[config.mk]
export PLATFORM = sky130hd
export DESIGN_NAME = block_keyed_keystream_decrypt_top_flat
export DESIGN_NICKNAME = d
export VERILOG_FILES = /design/src/hdl/bkkd_pkg.sv /design/src/hdl/bkkd_in_if.sv /design/src/hdl/bkkd_out_if.sv /design/src/hdl/bkkd_mul.sv /design/src/hdl/bkkd_seq.sv /design/src/hdl/bkkd_cfg.sv /design/src/hdl/block_keyed_keystream_decrypt_top.sv /design/src/flat_wrapper.sv
export SDC_FILE = /design/constraint.sdc
export NUM_CORES = 2
export LEC_CHECK = 0
export ABC_CLOCK_PERIOD_IN_PS = 34700
export BUFFER_PORTS_ARGS = -buffer_cell sky130_fd_sc_hd__buf_4
export CORE_MARGIN = 10
export CORE_UTILIZATION = 58
export DETAILED_ROUTE_END_ITERATION = 8
export HOLD_SLACK_MARGIN = 0.03
export PLACE_DENSITY = 0.73
export SYNTH_ARGS = -nofsm -noshare
export SYNTH_HDL_FRONTEND = slang
export SYNTH_SLANG_ARGS = --single-unit
[constraint.sdc]
create_clock -name clk -period 34.7 [get_ports clk]
set_input_delay 5.205 -clock clk [delete_from_list [all_inputs] [get_ports clk]]
set_output_delay 5.205 -clock clk [all_outputs]
set_load 0.02 [all_outputs]
[src/hdl/bkkd_pkg.sv]
// shared types, constants and a helper function for the keystream decryptor
package bkkd_pkg;

  localparam int WORD_W     = 64;
  localparam int HALF_W     = 32;
  localparam int CFG_ADDR_W = 4;

  typedef logic [WORD_W-1:0] word_t;
  typedef logic [HALF_W-1:0] half_t;

  localparam word_t MIX_GOLDEN  = 64'h9E37_79B9_7F4A_7C15;
  localparam word_t MIX_MUL_A   = 64'hBF58_476D_1CE4_E5B9;
  localparam word_t MIX_MUL_B   = 64'h94D0_49BB_1331_11EB;
  localparam word_t RESEED_SALT = 64'h0000_0005_DEEC_E66D;

  // register index, taken from the top address bit
  localparam logic REG_KEY = 1'b0;

  typedef enum logic [1:0] {
    MP_LL,
    MP_HL,
    MP_LH
  } mul_phase_t;

  typedef struct packed {
    logic       en;
    mul_phase_t phase;
  } mul_cmd_t;

  typedef enum logic [2:0] {
    ST_IDLE,
    ST_MUL_A,
    ST_SHIFT_B,
    ST_MUL_B,
    ST_FINISH
  } seq_state_t;

  // golden add and first xor-shift of the finalizer
  function automatic word_t pre_mix(word_t x);
    word_t v;
    v = x + MIX_GOLDEN;
    return v ^ (v >> 30);
  endfunction

endpackage

[src/hdl/bkkd_in_if.sv]
// input channel: cipher words with stream and block marks
interface bkkd_in_if;
  import bkkd_pkg::*;

  logic  valid;
  logic  ready;
  word_t cipher_word;
  logic  stream_start;
  logic  block_start;

  modport source(output valid, cipher_word, stream_start, block_start, input ready);
  modport sink(input valid, cipher_word, stream_start, block_start, output ready);
endinterface

[src/hdl/bkkd_out_if.sv]
// result channel: decrypted plain words
interface bkkd_out_if;
  import bkkd_pkg::*;

  logic  valid;
  logic  ready;
  word_t plain_word;

  modport source(output valid, plain_word, input ready);
  modport sink(input valid, plain_word, output ready);
endinterface

[src/hdl/bkkd_mul.sv]
// shared 32x32 multiplier with accumulator, builds a 64-bit truncated product in three steps
module bkkd_mul (
  input  logic               clk,
  input  bkkd_pkg::mul_cmd_t cmd,
  input  bkkd_pkg::word_t    op_a,
  input  bkkd_pkg::word_t    op_b,
  output bkkd_pkg::word_t    prod
);
  import bkkd_pkg::*;

  half_t mx;
  half_t my;
  word_t pp;
  word_t acc_r;
  word_t acc_nxt;

  always_comb begin
    case (cmd.phase)
      MP_LL: begin
        mx = op_a[HALF_W-1:0];
        my = op_b[HALF_W-1:0];
      end
      MP_HL: begin
        mx = op_a[WORD_W-1:HALF_W];
        my = op_b[HALF_W-1:0];
      end
      MP_LH: begin
        mx = op_a[HALF_W-1:0];
        my = op_b[WORD_W-1:HALF_W];
      end
      default: begin
        mx = op_a[HALF_W-1:0];
        my = op_b[HALF_W-1:0];
      end
    endcase
  end

  assign pp = WORD_W'(mx) * WORD_W'(my);

  always_comb begin
    acc_nxt = acc_r;
    if (cmd.en) begin
      case (cmd.phase)
        MP_LL:   acc_nxt = pp;
        // cross terms only reach the upper half
        MP_HL,
        MP_LH:   acc_nxt = acc_r + {pp[HALF_W-1:0], {HALF_W{1'b0}}};
        default: acc_nxt = pp;
      endcase
    end
  end

  always_ff @(posedge clk) begin
    acc_r <= acc_nxt;
  end

  assign prod = acc_r;

endmodule

[src/hdl/bkkd_seq.sv]
// sequencer and chain datapath: drives the shared multiplier through each finalizer pass
module bkkd_seq (
  input  logic               clk,
  input  logic               rst_n,
  bkkd_in_if.sink            in_ch,
  bkkd_out_if.source         out_ch,
  input  bkkd_pkg::word_t    key,
  output bkkd_pkg::mul_cmd_t mul_cmd,
  output bkkd_pkg::word_t    mul_a,
  output bkkd_pkg::word_t    mul_b,
  input  bkkd_pkg::word_t    mul_prod
);
  import bkkd_pkg::*;

  seq_state_t state_r, state_nxt;
  mul_phase_t phase_r, phase_nxt;
  logic       reseed_r, reseed_nxt;
  logic       out_valid_r, out_valid_nxt;
  word_t      op_r, op_nxt;
  word_t      chain_r, chain_nxt;
  word_t      word_r, word_nxt;
  word_t      out_word_r, out_word_nxt;
  word_t      shifted_b;
  word_t      mix_out;
  logic       in_acc;
  logic       mul_last;

  assign shifted_b = mul_prod ^ (mul_prod >> 27);
  assign mix_out   = mul_prod ^ (mul_prod >> 31);

  assign in_ch.ready       = (state_r == ST_IDLE);
  assign in_acc            = in_ch.valid && in_ch.ready;
  assign out_ch.valid      = out_valid_r;
  assign out_ch.plain_word = out_word_r;

  assign mul_cmd.en    = (state_r == ST_MUL_A) || (state_r == ST_MUL_B);
  assign mul_cmd.phase = phase_r;
  assign mul_a         = op_r;
  assign mul_b         = (state_r == ST_MUL_B) ? MIX_MUL_B : MIX_MUL_A;
  assign mul_last      = (phase_r == MP_LH);

  always_comb begin
    state_nxt     = state_r;
    phase_nxt     = phase_r;
    reseed_nxt    = reseed_r;
    out_valid_nxt = out_valid_r;
    op_nxt        = op_r;
    chain_nxt     = chain_r;
    word_nxt      = word_r;
    out_word_nxt  = out_word_r;

    if (out_valid_r && out_ch.ready) begin
      out_valid_nxt = 1'b0;
    end

    case (state_r)
      ST_IDLE: begin
        if (in_acc) begin
          word_nxt  = in_ch.cipher_word;
          phase_nxt = MP_LL;
          state_nxt = ST_MUL_A;
          if (in_ch.stream_start) begin
            op_nxt     = pre_mix(key);
            reseed_nxt = 1'b0;
          end else if (in_ch.block_start) begin
            op_nxt     = pre_mix(chain_r ^ RESEED_SALT);
            reseed_nxt = 1'b1;
          end else begin
            op_nxt     = pre_mix(chain_r);
            reseed_nxt = 1'b0;
          end
        end
      end
      ST_MUL_A,
      ST_MUL_B: begin
        case (phase_r)
          MP_LL:   phase_nxt = MP_HL;
          MP_HL:   phase_nxt = MP_LH;
          MP_LH:   phase_nxt = MP_LL;
          default: phase_nxt = MP_LL;
        endcase
        if (mul_last) begin
          state_nxt = (state_r == ST_MUL_A) ? ST_SHIFT_B : ST_FINISH;
        end
      end
      ST_SHIFT_B: begin
        op_nxt    = shifted_b;
        phase_nxt = MP_LL;
        state_nxt = ST_MUL_B;
      end
      ST_FINISH: begin
        if (reseed_r) begin
          // reseed pass done, now the regular advance
          op_nxt     = pre_mix(mix_out);
          reseed_nxt = 1'b0;
          phase_nxt  = MP_LL;
          state_nxt  = ST_MUL_A;
        end else if (!out_valid_r || out_ch.ready) begin
          chain_nxt     = mix_out;
          out_word_nxt  = word_r ^ mix_out;
          out_valid_nxt = 1'b1;
          state_nxt     = ST_IDLE;
        end
      end
      default: begin
        state_nxt = ST_IDLE;
      end
    endcase
  end

  always_ff @(posedge clk) begin
    if (!rst_n) begin
      state_r     <= ST_IDLE;
      phase_r     <= MP_LL;
      reseed_r    <= 1'b0;
      out_valid_r <= 1'b0;
      chain_r     <= '0;
    end else begin
      state_r     <= state_nxt;
      phase_r     <= phase_nxt;
      reseed_r    <= reseed_nxt;
      out_valid_r <= out_valid_nxt;
      chain_r     <= chain_nxt;
    end
  end

  always_ff @(posedge clk) begin
    op_r       <= op_nxt;
    word_r     <= word_nxt;
    out_word_r <= out_word_nxt;
  end

  a_accept_starts_mul: assert property (@(posedge clk) disable iff (!rst_n)
    in_acc |=> (state_r == ST_MUL_A) && (phase_r == MP_LL))
    else $error("accepted request did not start the first multiply");

  a_mul_a_to_shift: assert property (@(posedge clk) disable iff (!rst_n)
    (state_r == ST_MUL_A) && (phase_r == MP_LH) |=> (state_r == ST_SHIFT_B))
    else $error("first multiply did not hand over to the shift step");

  a_reseed_loops_once: assert property (@(posedge clk) disable iff (!rst_n)
    (state_r == ST_FINISH) && reseed_r |=> (state_r == ST_MUL_A) && !reseed_r)
    else $error("reseed pass did not return for the regular advance");

  a_finish_delivers: assert property (@(posedge clk) disable iff (!rst_n)
    (state_r == ST_FINISH) && !reseed_r && (!out_valid_r || out_ch.ready)
      |=> out_valid_r && (state_r == ST_IDLE))
    else $error("finished word was not presented");

endmodule

[src/hdl/bkkd_cfg.sv]
// apb-style register file holding the stream key
module bkkd_cfg (
  input  logic                            clk,
  input  logic                            rst_n,
  input  logic                            psel,
  input  logic                            penable,
  input  logic                            pwrite,
  input  logic [bkkd_pkg::CFG_ADDR_W-1:0] paddr,
  input  bkkd_pkg::word_t                 pwdata,
  output bkkd_pkg::word_t                 prdata,
  output logic                            pready,
  output bkkd_pkg::word_t                 key
);
  import bkkd_pkg::*;

  word_t key_r, key_nxt;
  logic  sel_key;

  assign sel_key = (paddr[CFG_ADDR_W-1] == REG_KEY);
  assign pready  = 1'b1;
  assign prdata  = sel_key ? key_r : '0;
  assign key     = key_r;

  always_comb begin
    key_nxt = key_r;
    if (psel && penable && pwrite && sel_key) begin
      key_nxt = pwdata;
    end
  end

  always_ff @(posedge clk) begin
    if (!rst_n) begin
      key_r <= '0;
    end else begin
      key_r <= key_nxt;
    end
  end

endmodule

[src/hdl/block_keyed_keystream_decrypt_top.sv]
// top level of the keyed keystream decryptor
//
//   channel   direction  handshake        payload
//   in_ch     sink       valid/ready      cipher_word[63:0], stream_start, block_start
//   out_ch    source     valid/ready      plain_word[63:0]
//   apb       slave      psel/penable     paddr[3:0], pwdata/prdata[63:0], key at 0x0
//
// the input is not ready again until the finished word is loaded into the output register;
// a block-start reseed runs a second finalizer pass first. each pass is two 64-bit multiplies
// of 3 steps on the shared 32x32 unit plus the shift step between them and the finish step
// a finished word waits in the output register while the next request is taken;
// the sequencer stalls in its last step only if that register is still full
// rst_n is synchronous: chain and key clear to zero, no request pending
module block_keyed_keystream_decrypt_top (
  input  logic                            clk,
  input  logic                            rst_n,
  bkkd_in_if.sink                         in_ch,
  bkkd_out_if.source                      out_ch,
  input  logic                            psel,
  input  logic                            penable,
  input  logic                            pwrite,
  input  logic [bkkd_pkg::CFG_ADDR_W-1:0] paddr,
  input  bkkd_pkg::word_t                 pwdata,
  output bkkd_pkg::word_t                 prdata,
  output logic                            pready
);
  import bkkd_pkg::*;

  word_t    key;
  mul_cmd_t mul_cmd;
  word_t    mul_a;
  word_t    mul_b;
  word_t    mul_prod;

  bkkd_cfg u_cfg (
    .clk     (clk),
    .rst_n   (rst_n),
    .psel    (psel),
    .penable (penable),
    .pwrite  (pwrite),
    .paddr   (paddr),
    .pwdata  (pwdata),
    .prdata  (prdata),
    .pready  (pready),
    .key     (key)
  );

  bkkd_seq u_seq (
    .clk      (clk),
    .rst_n    (rst_n),
    .in_ch    (in_ch),
    .out_ch   (out_ch),
    .key      (key),
    .mul_cmd  (mul_cmd),
    .mul_a    (mul_a),
    .mul_b    (mul_b),
    .mul_prod (mul_prod)
  );

  bkkd_mul u_mul (
    .clk  (clk),
    .cmd  (mul_cmd),
    .op_a (mul_a),
    .op_b (mul_b),
    .prod (mul_prod)
  );

endmodule

[src/flat_wrapper.sv]
// flat-port wrapper written by rule: the top's interface ports become plain ports
module block_keyed_keystream_decrypt_top_flat import bkkd_pkg::*;
  (clk, rst_n, psel, penable, pwrite, paddr, pwdata, prdata, pready, in_ch_valid, in_ch_cipher_word, in_ch_stream_start, in_ch_block_start, in_ch_ready, out_ch_valid, out_ch_plain_word, out_ch_ready);
  bkkd_in_if in_ch_i ();
  bkkd_out_if out_ch_i ();
  input  logic clk;
  input  logic rst_n;
  input  logic psel;
  input  logic penable;
  input  logic pwrite;
  input  logic [bkkd_pkg::CFG_ADDR_W-1:0] paddr;
  input  bkkd_pkg::word_t pwdata;
  output bkkd_pkg::word_t prdata;
  output logic pready;
  input wire logic [$bits(in_ch_i.valid)-1:0] in_ch_valid;
  input wire logic [$bits(in_ch_i.cipher_word)-1:0] in_ch_cipher_word;
  input wire logic [$bits(in_ch_i.stream_start)-1:0] in_ch_stream_start;
  input wire logic [$bits(in_ch_i.block_start)-1:0] in_ch_block_start;
  output wire logic [$bits(in_ch_i.ready)-1:0] in_ch_ready;
  output wire logic [$bits(out_ch_i.valid)-1:0] out_ch_valid;
  output wire logic [$bits(out_ch_i.plain_word)-1:0] out_ch_plain_word;
  input wire logic [$bits(out_ch_i.ready)-1:0] out_ch_ready;
  assign in_ch_i.valid = in_ch_valid;
  assign in_ch_i.cipher_word = in_ch_cipher_word;
  assign in_ch_i.stream_start = in_ch_stream_start;
  assign in_ch_i.block_start = in_ch_block_start;
  assign in_ch_ready = in_ch_i.ready;
  assign out_ch_valid = out_ch_i.valid;
  assign out_ch_plain_word = out_ch_i.plain_word;
  assign out_ch_i.ready = out_ch_ready;
  block_keyed_keystream_decrypt_top u_core (.clk(clk), .rst_n(rst_n), .in_ch(in_ch_i), .out_ch(out_ch_i), .psel(psel), .penable(penable), .pwrite(pwrite), .paddr(paddr), .pwdata(pwdata), .prdata(prdata), .pready(pready));
endmodule
==> results.md <==
- Worst EP arrival: 12.58 ns
- Post-layout util: 0.6329
- Pin count of the biggest net entering global routing: 85
- WL/cell: 27.97 um
- Global placement routability congestion: 1.032
- Mapped Area: 55,550 sq um
- DRC errors left: 0
- Slew @ Worst Pin: 1.593 ns
- Slew Viols, Final: 4
- Ys flop type: edfxtp_1
- Via density: 6.167
- Worst skew pair latency: 0.59 ns
- Dominant cell type by area after synthesis: fa_1
- RSZ-0062 raised after global routing: false
- DR pass1 iterations: 6
- Grt total ovfl: 0
- Synth top area share: 0.2980
- Synthesized Nets: 7,228
- Vias in the first global route: 44,280
- DP Area: 58,710 sq um
- WP buf/inv: 5
- Most used cell, CP: fa_1
- Max Clock Skew: 0.02418 ns
- X dimension of the die: 329.5 um
- Crit path kind: reg2reg
- Fin nets: 7,344
- Worst EP required: 35.01 ns
- Syn_area_per_cell: 9.435 sq um
- Starting density of the core: 0.5847
- Ports: 272
- HP Class: reg2reg
- Synth cell count leaders: inv_1 (935), fa_1 (827), nand2_1 (511)
- Final cell count without fillers: 7,310
- Root Driver: clkbuf_16
- CTS H-tree lvls: 2
- CTS sink count: 391
- Initial antenna violation count: 10
- Inst Count DP: 7,226
- Synthesized netlist cell count: 5,888
- Max_cap viols: 1
- Antenna Violating Nets Remaining: 0
- CP max stage delay: 0.97 ns
- Final hold violation count: 0
- Number of clock buffers inserted by TritonCTS: 41
- Post-DP HPWL: 167,900 um
- Drt initial violations: 5,954
- Sequential fraction of the synthesis area: 0.1870
- Vias: 45,080
- Async S/R FF share, synth: 0
- Post-synth EDFFs: 256
- Slowest CP cell: nor2_1
- GRT Total Usage: 0.3739
- CTS tree: done
- Num rows: 113
- Post-CTS setup buffer count: 0
- Synth Register Bits: 391
- First-pass GRT wire length: 297,200 um
- CORE AREA: 95,010 sq um
- Outcome: complete, but fails checks
- CTS clk-pin slew, worst paths: 0.06 ns
- Final period util: 0.3535
- Die H: 329.5 um
- Fillers: 8,143
- Register area: 10,390 sq um
- Input/output buffers: 267
- CTS Buffer Depth: 3
- Relative slew slack: -0.06985
- Failing checks: max-capacitance violations, max-slew violations
- Largest cells by area after synthesis: fa_1 (30%), edfxtp_1 (14%), ha_1 (8.4%)
- PostCTS Resize Cnt: 0
- Die area: 108,600 sq um
- # hold bufs at CTS: 0
- CP Max Fanout: 33
- Footprint of the multi-input gates: 40,580 sq um
- Cell family with most CP delay: adder cells
- Setup-failing EPs final: 0
- Fmax achieved: 0.08153 GHz
- Netlist cell types: 115
- Layout cells sized above 1: 0.08547
- WL final: 204,500 um
- Synthesis-to-finish area growth: 8.236%
- Ys Warns: 0
- Fin crit period: 12.26 ns
- Final TNS setup: 0 ns
- Finished Cell Area: 60,130 sq um
- CP Launch Type: flop
- Critical Path End Type: flop
- Most numerous cell in the Yosys netlist: inv_1
## cell usage in the layout, fill, tap and decap left out, types with 79 or more instances in the layout
cell	netlist	routed
edfxtp_1	256	256
fa_1	827	827
inv_1	935	934
nand2b_1	79	79
xnor2_1	360	358
o21ai_0	168	167
and2_1	84	83
buf_4	8	348
nand2_1	511	510
nor2_1	393	392
ha_1	372	369
a21oi_1	236	236
dfxtp_1	135	135
nor2b_1	118	116
a21boi_0	103	103
xor2_1	188	188
## logic make-up (layout without fill, tap and decap cells)
group,Yosys count,after routing,synth area share
simple gates,1486,1486,0.1270
buf+inv,1219,1368,0.08369
fa+ha+maj,1199,1199,0.3818
compound gates,972,972,0.1186
xor+xnor,563,563,0.09099
flops,391,391,0.1870
mux,57,57,0.01090
other cells,1,9,0.00006750
## worst min-delay path, cell delays in order, from the launching register on
cell and delay, ns:
dfxtp_1 0.33, nand2_1 0.06, a21boi_0 0.07
## state kept, by name, summed over array words and instances (netlist names)
register                        flops
u_core.u_seq.phase_r                2
u_core.u_seq.mul_a                 64
u_core.u_seq.chain_r               64
u_core.u_seq.word_r                64
u_core.u_seq.out_ch.valid           1
u_core.u_cfg.key                   64
u_core.u_seq.out_ch.plain_word     64
u_core.u_seq.reseed_r               1
u_core.u_mul.prod                  64
u_core.u_seq.state_r                3
## metal layers
layer	vias up	global-route usage	wire (um)
li1	19320	-	-
met1	22370	0.5201	81650
met2	2904	0.5294	85290
met3	481	0.1310	27920
met4	6	0.1471	9546
met5	-	0.003548	68
## through the flow
stage	hold slack [ns]	setup WS, ns
2_1_floorplan	0.4572	23.17
3_3_place_gp	0.4859	23.05
3_5_place_dp	0.4943	22.78
4_1_cts	0.5042	22.77
5_1_grt	0.5556	22.13
6_report	0.5057	22.44
## final cells by class
cell class / instances / share of cell area
Clock buffer: 60 / 0.01996
Antenna cell: 8 / 0.0003329
Clock inverter: 16 / 0.003267
Inverter: 944 / 0.05897
Tap cell: 1265 / 0.02632
Multi-Input combinational cell: 4278 / 0.6749
Timing Repair Buffer: 348 / 0.04345
Sequential cell: 391 / 0.1728
## path summary, 6_finish.rpt
check,startpoint,to,slack [ns],cells past startpoint
setup reg to reg,u_core.u_seq.phase_r[1]$_SDFFE_PN0P_,u_core.u_mul.prod[61]$_DFFE_PN_,22.44,34
hold / removal,u_core.u_cfg.key[30]$_SDFFE_PN0P_,u_core.u_cfg.key[30]$_SDFFE_PN0P_,0.51,2
setup / recovery,u_core.u_seq.phase_r[1]$_SDFFE_PN0P_,u_core.u_mul.prod[61]$_DFFE_PN_,22.44,34
hold reg to reg,u_core.u_cfg.key[30]$_SDFFE_PN0P_,u_core.u_cfg.key[30]$_SDFFE_PN0P_,0.51,2
Power is not shown: default switching activity piles up to over one toggle a cycle in this logic, so the estimate is an artifact.
